<file path="src/lpfs_pkg.sv">
package lpfs_pkg;

	localparam int BYTE_W  = 8;
	localparam int CAP_W   = 17;
	localparam int TOTAL_W = 32;
	localparam int LEN_W   = 32;
	localparam int HOLD_W  = 24;

	localparam int FIFO_DEPTH = 8;
	localparam int PTR_W      = $clog2(FIFO_DEPTH);

	typedef logic [BYTE_W-1:0]  byte_t;
	typedef logic [CAP_W-1:0]   cap_t;
	typedef logic [TOTAL_W-1:0] total_t;

	localparam cap_t CAP_RESET = cap_t'(1024);

endpackage

</file>
<file path="src/lpfs_stream_if.sv">
interface lpfs_stream_if;
	import lpfs_pkg::*;

	logic  valid;
	logic  ready;
	byte_t data_byte;

	modport source (output valid, output data_byte, input ready);
	modport sink (input valid, input data_byte, output ready);
endinterface

</file>
<file path="src/lpfs_frame_if.sv">
interface lpfs_frame_if;
	import lpfs_pkg::*;

	logic   valid;
	logic   ready;
	byte_t  out_byte;
	logic   first_of_frame;
	logic   last_of_frame;
	logic   frame_error;
	total_t bytes_delivered;

	modport source (
		output valid, output out_byte, output first_of_frame, output last_of_frame,
		output frame_error, output bytes_delivered, input ready
	);
	modport sink (
		input valid, input out_byte, input first_of_frame, input last_of_frame,
		input frame_error, input bytes_delivered, output ready
	);
endinterface

</file>
<file path="src/lpfs_cfg_if.sv">
interface lpfs_cfg_if;
	import lpfs_pkg::*;

	logic valid;
	logic ready;
	cap_t buffer_capacity;

	modport source (output valid, output buffer_capacity, input ready);
	modport sink (input valid, input buffer_capacity, output ready);
endinterface

</file>
<file path="src/length_prefixed_frame_splitter.sv">
// Splits a byte stream into frames, each a 4-byte little-endian signed length header
// followed by that many payload bytes. The block takes one byte per cycle while its
// result queue has room. Header bytes give no output until the fourth arrives; the
// length is then checked against the buffer_capacity register (whole frame, header
// included) and a negative or oversized length gives a single error transaction,
// after which the next header is hunted. A good header is written as one entry into
// an 8-entry result queue and leaves as four transactions, payload bytes following
// one per cycle while the output is ready; the queue absorbs the burst so input runs
// at one byte per cycle unless the output side stalls long enough to fill it.
// bytes_delivered carries the wrapping count of frame bytes sent, this one included.
module length_prefixed_frame_splitter (
	input logic           clk,
	input logic           arst_n,
	lpfs_cfg_if.sink      cfg,
	lpfs_stream_if.sink   stream,
	lpfs_frame_if.source  frames
);
	import lpfs_pkg::*;

	typedef struct packed {
		logic             burst;
		logic             last;
		logic             err;
		logic [LEN_W-1:0] data;
		total_t           total;
	} entry_t;

	localparam logic [PTR_W:0] FULL_COUNT = (PTR_W+1)'(FIFO_DEPTH);

	entry_t              fifo_q [FIFO_DEPTH];
	logic [PTR_W-1:0]    wr_ptr_q;
	logic [PTR_W-1:0]    rd_ptr_q;
	logic [PTR_W:0]      count_q;
	logic [1:0]          sub_q;

	cap_t                cap_q;
	logic [HOLD_W-1:0]   header_hold_q;
	logic [1:0]          header_count_q;
	logic                in_payload_q;
	cap_t                payload_left_q;
	total_t              total_q;

	logic                in_acc;
	logic                out_acc;
	logic                push;
	logic                push_en;
	logic                pop;
	logic                bad_len;
	logic [LEN_W-1:0]    raw;
	logic [LEN_W:0]      whole;
	entry_t              new_entry;
	entry_t              head;

	assign cfg.ready    = 1'b1;
	assign stream.ready = (count_q != FULL_COUNT);
	assign in_acc       = stream.valid && stream.ready;

	assign raw     = {stream.data_byte, header_hold_q};
	assign whole   = {1'b0, raw} + (LEN_W+1)'(4);
	assign bad_len = raw[LEN_W-1] || (whole > (LEN_W+1)'(cap_q));

	always_comb begin
		push           = 1'b0;
		new_entry      = '0;
		new_entry.data = LEN_W'(stream.data_byte);
		if (in_payload_q) begin
			push            = 1'b1;
			new_entry.last  = (payload_left_q == cap_t'(1));
			new_entry.total = total_q + total_t'(1);
		end else if (header_count_q == 2'd3) begin
			push = 1'b1;
			if (bad_len) begin
				new_entry.err   = 1'b1;
				new_entry.data  = '0;
				new_entry.total = total_q;
			end else begin
				new_entry.burst = 1'b1;
				new_entry.data  = raw;
				new_entry.last  = (raw == '0);
				new_entry.total = total_q + total_t'(1);
			end
		end
	end

	assign push_en = in_acc && push;

	// queue head expands a header entry into four transactions
	assign head                   = fifo_q[rd_ptr_q];
	assign frames.valid           = (count_q != '0);
	assign frames.out_byte        = head.data[{sub_q, 3'b000} +: BYTE_W];
	assign frames.first_of_frame  = head.burst && (sub_q == 2'd0);
	assign frames.last_of_frame   = head.last && (!head.burst || (sub_q == 2'd3));
	assign frames.frame_error     = head.err;
	assign frames.bytes_delivered = head.total + total_t'(sub_q);

	assign out_acc = frames.valid && frames.ready;
	assign pop     = out_acc && (!head.burst || (sub_q == 2'd3));

	always_ff @(posedge clk) begin
		if (push_en) begin
			fifo_q[wr_ptr_q] <= new_entry;
		end
	end

	always_ff @(posedge clk or negedge arst_n) begin
		if (!arst_n) begin
			wr_ptr_q <= '0;
			rd_ptr_q <= '0;
			count_q  <= '0;
			sub_q    <= '0;
		end else begin
			if (push_en) begin
				wr_ptr_q <= wr_ptr_q + PTR_W'(1);
			end
			if (pop) begin
				rd_ptr_q <= rd_ptr_q + PTR_W'(1);
			end
			if (push_en && !pop) begin
				count_q <= count_q + (PTR_W+1)'(1);
			end else if (!push_en && pop) begin
				count_q <= count_q - (PTR_W+1)'(1);
			end
			if (out_acc) begin
				sub_q <= pop ? 2'd0 : sub_q + 2'd1;
			end
		end
	end

	always_ff @(posedge clk or negedge arst_n) begin
		if (!arst_n) begin
			cap_q          <= CAP_RESET;
			header_hold_q  <= '0;
			header_count_q <= '0;
			in_payload_q   <= 1'b0;
			payload_left_q <= '0;
			total_q        <= '0;
		end else begin
			if (cfg.valid && cfg.ready) begin
				cap_q <= cfg.buffer_capacity;
			end
			if (in_acc) begin
				if (in_payload_q) begin
					payload_left_q <= payload_left_q - cap_t'(1);
					if (payload_left_q == cap_t'(1)) begin
						in_payload_q <= 1'b0;
					end
					total_q <= total_q + total_t'(1);
				end else if (header_count_q != 2'd3) begin
					header_hold_q[{header_count_q, 3'b000} +: BYTE_W] <= stream.data_byte;
					header_count_q <= header_count_q + 2'd1;
				end else begin
					header_count_q <= '0;
					header_hold_q  <= '0;
					if (!bad_len) begin
						total_q        <= total_q + total_t'(4);
						payload_left_q <= raw[CAP_W-1:0];
						in_payload_q   <= (raw != '0);
					end
				end
			end
		end
	end

	a_count_bound: assert property (@(posedge clk) disable iff (!arst_n)
		count_q <= FULL_COUNT)
		else $error("result queue count beyond depth");

	a_sub_on_burst: assert property (@(posedge clk) disable iff (!arst_n)
		(sub_q != 2'd0) |-> (frames.valid && head.burst))
		else $error("burst index set without a header entry at the head");

	a_payload_left: assert property (@(posedge clk) disable iff (!arst_n)
		in_payload_q |-> (payload_left_q != '0))
		else $error("payload phase with nothing left");

	a_header_phase: assert property (@(posedge clk) disable iff (!arst_n)
		(header_count_q != 2'd0) |-> !in_payload_q)
		else $error("header bytes held during payload");

	a_burst_steps: assert property (@(posedge clk) disable iff (!arst_n)
		(out_acc && head.burst && (sub_q != 2'd3)) |=> (sub_q == $past(sub_q) + 2'd1))
		else $error("header burst did not advance");

endmodule

</file>
<file path="src/flat_wrapper.sv">
// flat-port wrapper written by rule: the top's interface ports become plain ports
module length_prefixed_frame_splitter_flat import lpfs_pkg::*;
  (clk, arst_n, cfg_valid, cfg_buffer_capacity, cfg_ready, stream_valid, stream_data_byte, stream_ready, frames_valid, frames_out_byte, frames_first_of_frame, frames_last_of_frame, frames_frame_error, frames_bytes_delivered, frames_ready);
  lpfs_cfg_if cfg_i ();
  lpfs_stream_if stream_i ();
  lpfs_frame_if frames_i ();
  input logic clk;
  input logic arst_n;
  input wire logic [$bits(cfg_i.valid)-1:0] cfg_valid;
  input wire logic [$bits(cfg_i.buffer_capacity)-1:0] cfg_buffer_capacity;
  output wire logic [$bits(cfg_i.ready)-1:0] cfg_ready;
  input wire logic [$bits(stream_i.valid)-1:0] stream_valid;
  input wire logic [$bits(stream_i.data_byte)-1:0] stream_data_byte;
  output wire logic [$bits(stream_i.ready)-1:0] stream_ready;
  output wire logic [$bits(frames_i.valid)-1:0] frames_valid;
  output wire logic [$bits(frames_i.out_byte)-1:0] frames_out_byte;
  output wire logic [$bits(frames_i.first_of_frame)-1:0] frames_first_of_frame;
  output wire logic [$bits(frames_i.last_of_frame)-1:0] frames_last_of_frame;
  output wire logic [$bits(frames_i.frame_error)-1:0] frames_frame_error;
  output wire logic [$bits(frames_i.bytes_delivered)-1:0] frames_bytes_delivered;
  input wire logic [$bits(frames_i.ready)-1:0] frames_ready;
  assign cfg_i.valid = cfg_valid;
  assign cfg_i.buffer_capacity = cfg_buffer_capacity;
  assign cfg_ready = cfg_i.ready;
  assign stream_i.valid = stream_valid;
  assign stream_i.data_byte = stream_data_byte;
  assign stream_ready = stream_i.ready;
  assign frames_valid = frames_i.valid;
  assign frames_out_byte = frames_i.out_byte;
  assign frames_first_of_frame = frames_i.first_of_frame;
  assign frames_last_of_frame = frames_i.last_of_frame;
  assign frames_frame_error = frames_i.frame_error;
  assign frames_bytes_delivered = frames_i.bytes_delivered;
  assign frames_i.ready = frames_ready;
  length_prefixed_frame_splitter u_core (.clk(clk), .arst_n(arst_n), .cfg(cfg_i), .stream(stream_i), .frames(frames_i));
endmodule
</file>
<file path="config.mk">
export PLATFORM = sky130hd
export DESIGN_NAME = length_prefixed_frame_splitter_flat
export DESIGN_NICKNAME = d
export VERILOG_FILES = /design/src/lpfs_pkg.sv /design/src/lpfs_stream_if.sv /design/src/lpfs_frame_if.sv /design/src/lpfs_cfg_if.sv /design/src/length_prefixed_frame_splitter.sv /design/src/flat_wrapper.sv
export SDC_FILE = /design/constraint.sdc
export NUM_CORES = 1
export LEC_CHECK = 0
export BUFFER_PORTS_ARGS = -buffer_cell sky130_fd_sc_hd__buf_4
export CORE_UTILIZATION = 23
export CTS_BUF_LIST = sky130_fd_sc_hd__clkbuf_4 sky130_fd_sc_hd__clkbuf_8
export CTS_CLUSTER_SIZE = 12
export DETAILED_ROUTE_END_ITERATION = 6
export PLACE_DENSITY = 0.35
export RECOVER_POWER = 50
export SYNTH_ARGS = -nofsm -noshare
export SYNTH_HDL_FRONTEND = slang
export SYNTH_SLANG_ARGS = --single-unit
</file>
<file path="constraint.sdc">
create_clock -name clk -period 8.5 [get_ports clk]
set_input_delay 1.275 -clock clk [delete_from_list [all_inputs] [get_ports clk]]
set_output_delay 1.275 -clock clk [all_outputs]
set_load 0.1 [all_outputs]
</file>
==> results_dict.tcl <==
set metrics [dict create \
    rows 127 \
    crit_path_top_delay_cell "clkbuf_1" \
    start_util_pct 23.32 \
    yosysWarnings 0 \
    grt_use_total_pct 12.85 \
    final_util_pct 27.45 \
    yosysSeqAreaShare_pct 66.57 \
    required_ps 8730 \
    p_total_mw 11.66 \
    p_switching_mw 4.780 \
    cts_resized 0 \
    core_area_um2 120600 \
    drt_iter0_drc 971 \
    dpl.cell_count 3505 \
    dpl_cell_area_um2 30990 \
    cts.clk_slew.worst_paths_ps 60 \
    worst-setup-path-type "flip-flop to flip-flop" \
    maxSlewViolCount 675 \
    avgSynthCellArea_um2 15.94 \
    path_cells "nor3_1 > nand2_1 > nand2_1 > clkbuf_1 > nor2_1 > nand2_1 > nor3_2 > clkbuf_1 > clkbuf_1" \
    skew_ps 39.10 \
    port_buffers 74 \
    ant_nets 0 \
    hold_violations 0 \
    async_flop_share_pct 16.38 \
    leakage_nw 11.32 \
    io_pins 76 \
    htree_num_levels 3 \
    ctsHoldBuffers 0 \
    ir_drop_mv 0.4213 \
    num_vias 16080 \
    antenna_found_initial 5 \
    synth-seq-cells 641 \
    dieHeight_um 351.7 \
    stdcell_area_um2 33110 \
    synth_edf_count 536 \
    critPathLaunchType "flip-flop" \
    vias_per_cell 4.331 \
    fp.dieW_um 351.7 \
    gr-total-overflow 0 \
    drt_wl_total_um 78510 \
    num-nets-final 2078 \
    grt_pass1_vias 17130 \
    swShare_pct 40.99 \
    p_seq_share_pct 36.8 \
    combPwrFrac_pct 38.9 \
    grt_pass1_wl_um 115800 \
    wl_per_cell_um 21.14 \
    cts_max_path_buffers 3 \
    power.density_nw_per_um2 352.2 \
    critPathMaxFanout 50 \
    post-route-drc-count 0 \
    area_delta_synth_final_pct 17.71 \
    gp_congestion 0.7450 \
    cts_tree "built" \
    critPathArrivalTime_ps 6990 \
    synth_cell_types 80 \
    drv_cap 22 \
    hold_path.class "flip-flop to flip-flop" \
    tightest_slew_ps 4127 \
    min_period_ps 6761 \
    slowest_delay_ps 2990 \
    fin_cells 3714 \
    drive_gt1_share_pct 21.51 \
    failed_checks "max-capacitance violations, max-slew violations" \
    final.setup.tns_ps 0 \
    synthesis.area_um2 28130 \
    drtPass1Iterations 5 \
    ys.flop_type "edfxtp_1" \
    fmax_mhz 147.9 \
    clock-sinks 641 \
    status "finished, violations left" \
    internal_power_mw 6.880 \
    root_buffer "clkbuf_8" \
    nFillCells 12230 \
    dp_hpwl_um 47540 \
    grt_max_degree 67 \
    end_kind "flip-flop" \
    slew_headroom_pct -175.1 \
    rsz0062_at_grt "no" \
    postCtsSetupBuffers 0 \
    setup_viol 0 \
    p_clk_share_pct 24.3 \
    die_area_um2 123700 \
    synth_cells 1764 \
    cts-buffers-inserted 114 \
    clock_latency_ps 760 \
    period_share_pct 79.54 \
]
-- worst paths after layout --
kind	from	endpoint	slack, ps	depth (start not counted)
setup / recovery	u_core.count_q[0]	u_core.fifo_q[1][29]	1740	9
hold / removal	u_core.count_q[3]	u_core.count_q[3]	480	1
setup reg to reg	u_core.count_q[0]	u_core.fifo_q[1][29]	1740	9
hold reg to reg	u_core.count_q[3]	u_core.count_q[3]	480	1
max in group asynchronous	arst_n	u_core.payload_left_q[12]	2370	2
min in group asynchronous	arst_n	u_core.total_q[3]	1440	1
-- routing by layer --
metal | share of wire (%) | GRT usage (%)
met2 | 48 | 21.17
met5 | 0.017 | 0
met3 | 4.0 | 2.231
met1 | 46 | 17.05
met4 | 2.2 | 4.232
-- area by class of cell --
type	count	area (µm²)	share of cell area (%)
inverters	45	168.9	0.5102
diodes	1	2.502	0.007559
clock inverters	52	322.8	0.9751
multi-input cells	1098	9203	27.80
clock buffers	156	1903	5.748
repair buffers	109	754.5	2.279
flip-flops and latches	641	18740	56.59
well taps	1612	2017	6.092
-- sequential cells by signal, summed over array words and instances, names as in the netlist --
register,cells
u_core.in_payload_q,1
u_core.fifo_q,536
u_core.sub_q,2
u_core.count_q,4
u_core.cap_q,17
u_core.total_q,32
u_core.rd_ptr_q,3
u_core.header_hold_q,24
u_core.payload_left_q,17
u_core.header_count_q,2
u_core.wr_ptr_q,3
-- cells in the mapped netlist (29+ instances only) --
cell,n,area [µm²]
dfrtp_1,104,2603
a31oi_1,50,312.8
ha_1,37,462.9
inv_1,43,161.4
buf_2,29,145.1
xnor2_1,57,499.2
edfxtp_1,536,16100
nor2_1,61,229.0
nand2_1,191,716.9
o21ai_0,39,195.2
mux4_2,137,3085
nand3_1,58,290.3
a21oi_1,30,150.1
clkbuf_1,41,153.9
-- metrics by stage --
stage	setup slack, ps	hold slack (ps)
finish	1739	483.4
CTS	2046	483.0
detailed placement	2913	473.4
global placement	2873	475.5
global route	1010	519.4
floorplan	1239	454.3
-- worst max-delay path: cells and delay by family, from the launching register on --
family | cells | cell delay, ps
buffers and inverters | 3 | 4590
and+or+nand+nor | 6 | 1160
DFF | 1 | 440
-- layout by cell type (no fill, tap or decap), types with 8 or more instances in the layout --
cell type    n
xnor2_1     57
o21ai_0     41
xor2_1      22
a221o_1      8
mux2i_1     28
ha_1        37
mux4_1      13
clkbuf_4    39
mux2_2      17
nor2_1      61
inv_1       43
buf_4       91
clkinv_2    13
clkbuf_1    15
dfrtp_1    101
a21oi_1     30
edfxtp_1   536
o31ai_1     24
clkinv_1    27
mux4_2     137
nand4_1     21
and4_1       9
nand3_1     58
and2_1      17
and3_1      17
a31oi_1     50
or4_1        9
nor4_1      15
nand2_1    191
conb_1     113
clkbuf_8   117
nor3_1      22
-- logic make-up (layout without fill, tap and decap cells) --
| family | Yosys count | after routing | synth area share [%] |
|---|---|---|---|
| fa+ha+maj | 39 | 39 | 1.788 |
| other cells | 2 | 114 | 0.02670 |
| compound gates | 204 | 204 | 4.813 |
| xor+xnor | 79 | 79 | 2.460 |
| flops | 641 | 641 | 66.57 |
| mux | 195 | 195 | 13.86 |
| buf+inv | 136 | 362 | 2.238 |
| simple gates | 468 | 468 | 8.239 |
-- power by group through the flow --
stage               Clock, mW  Sequential (mW)  Combinational [mW]
finish                   2.83             4.29                4.53
global placement            0             4.34                4.70
floorplan                   0             4.14                3.55
detailed placement          0             4.35                4.70
global route             3.07             4.36                4.83
CTS                      2.96             4.29                4.70
Power figures use the tool's default switching activity.
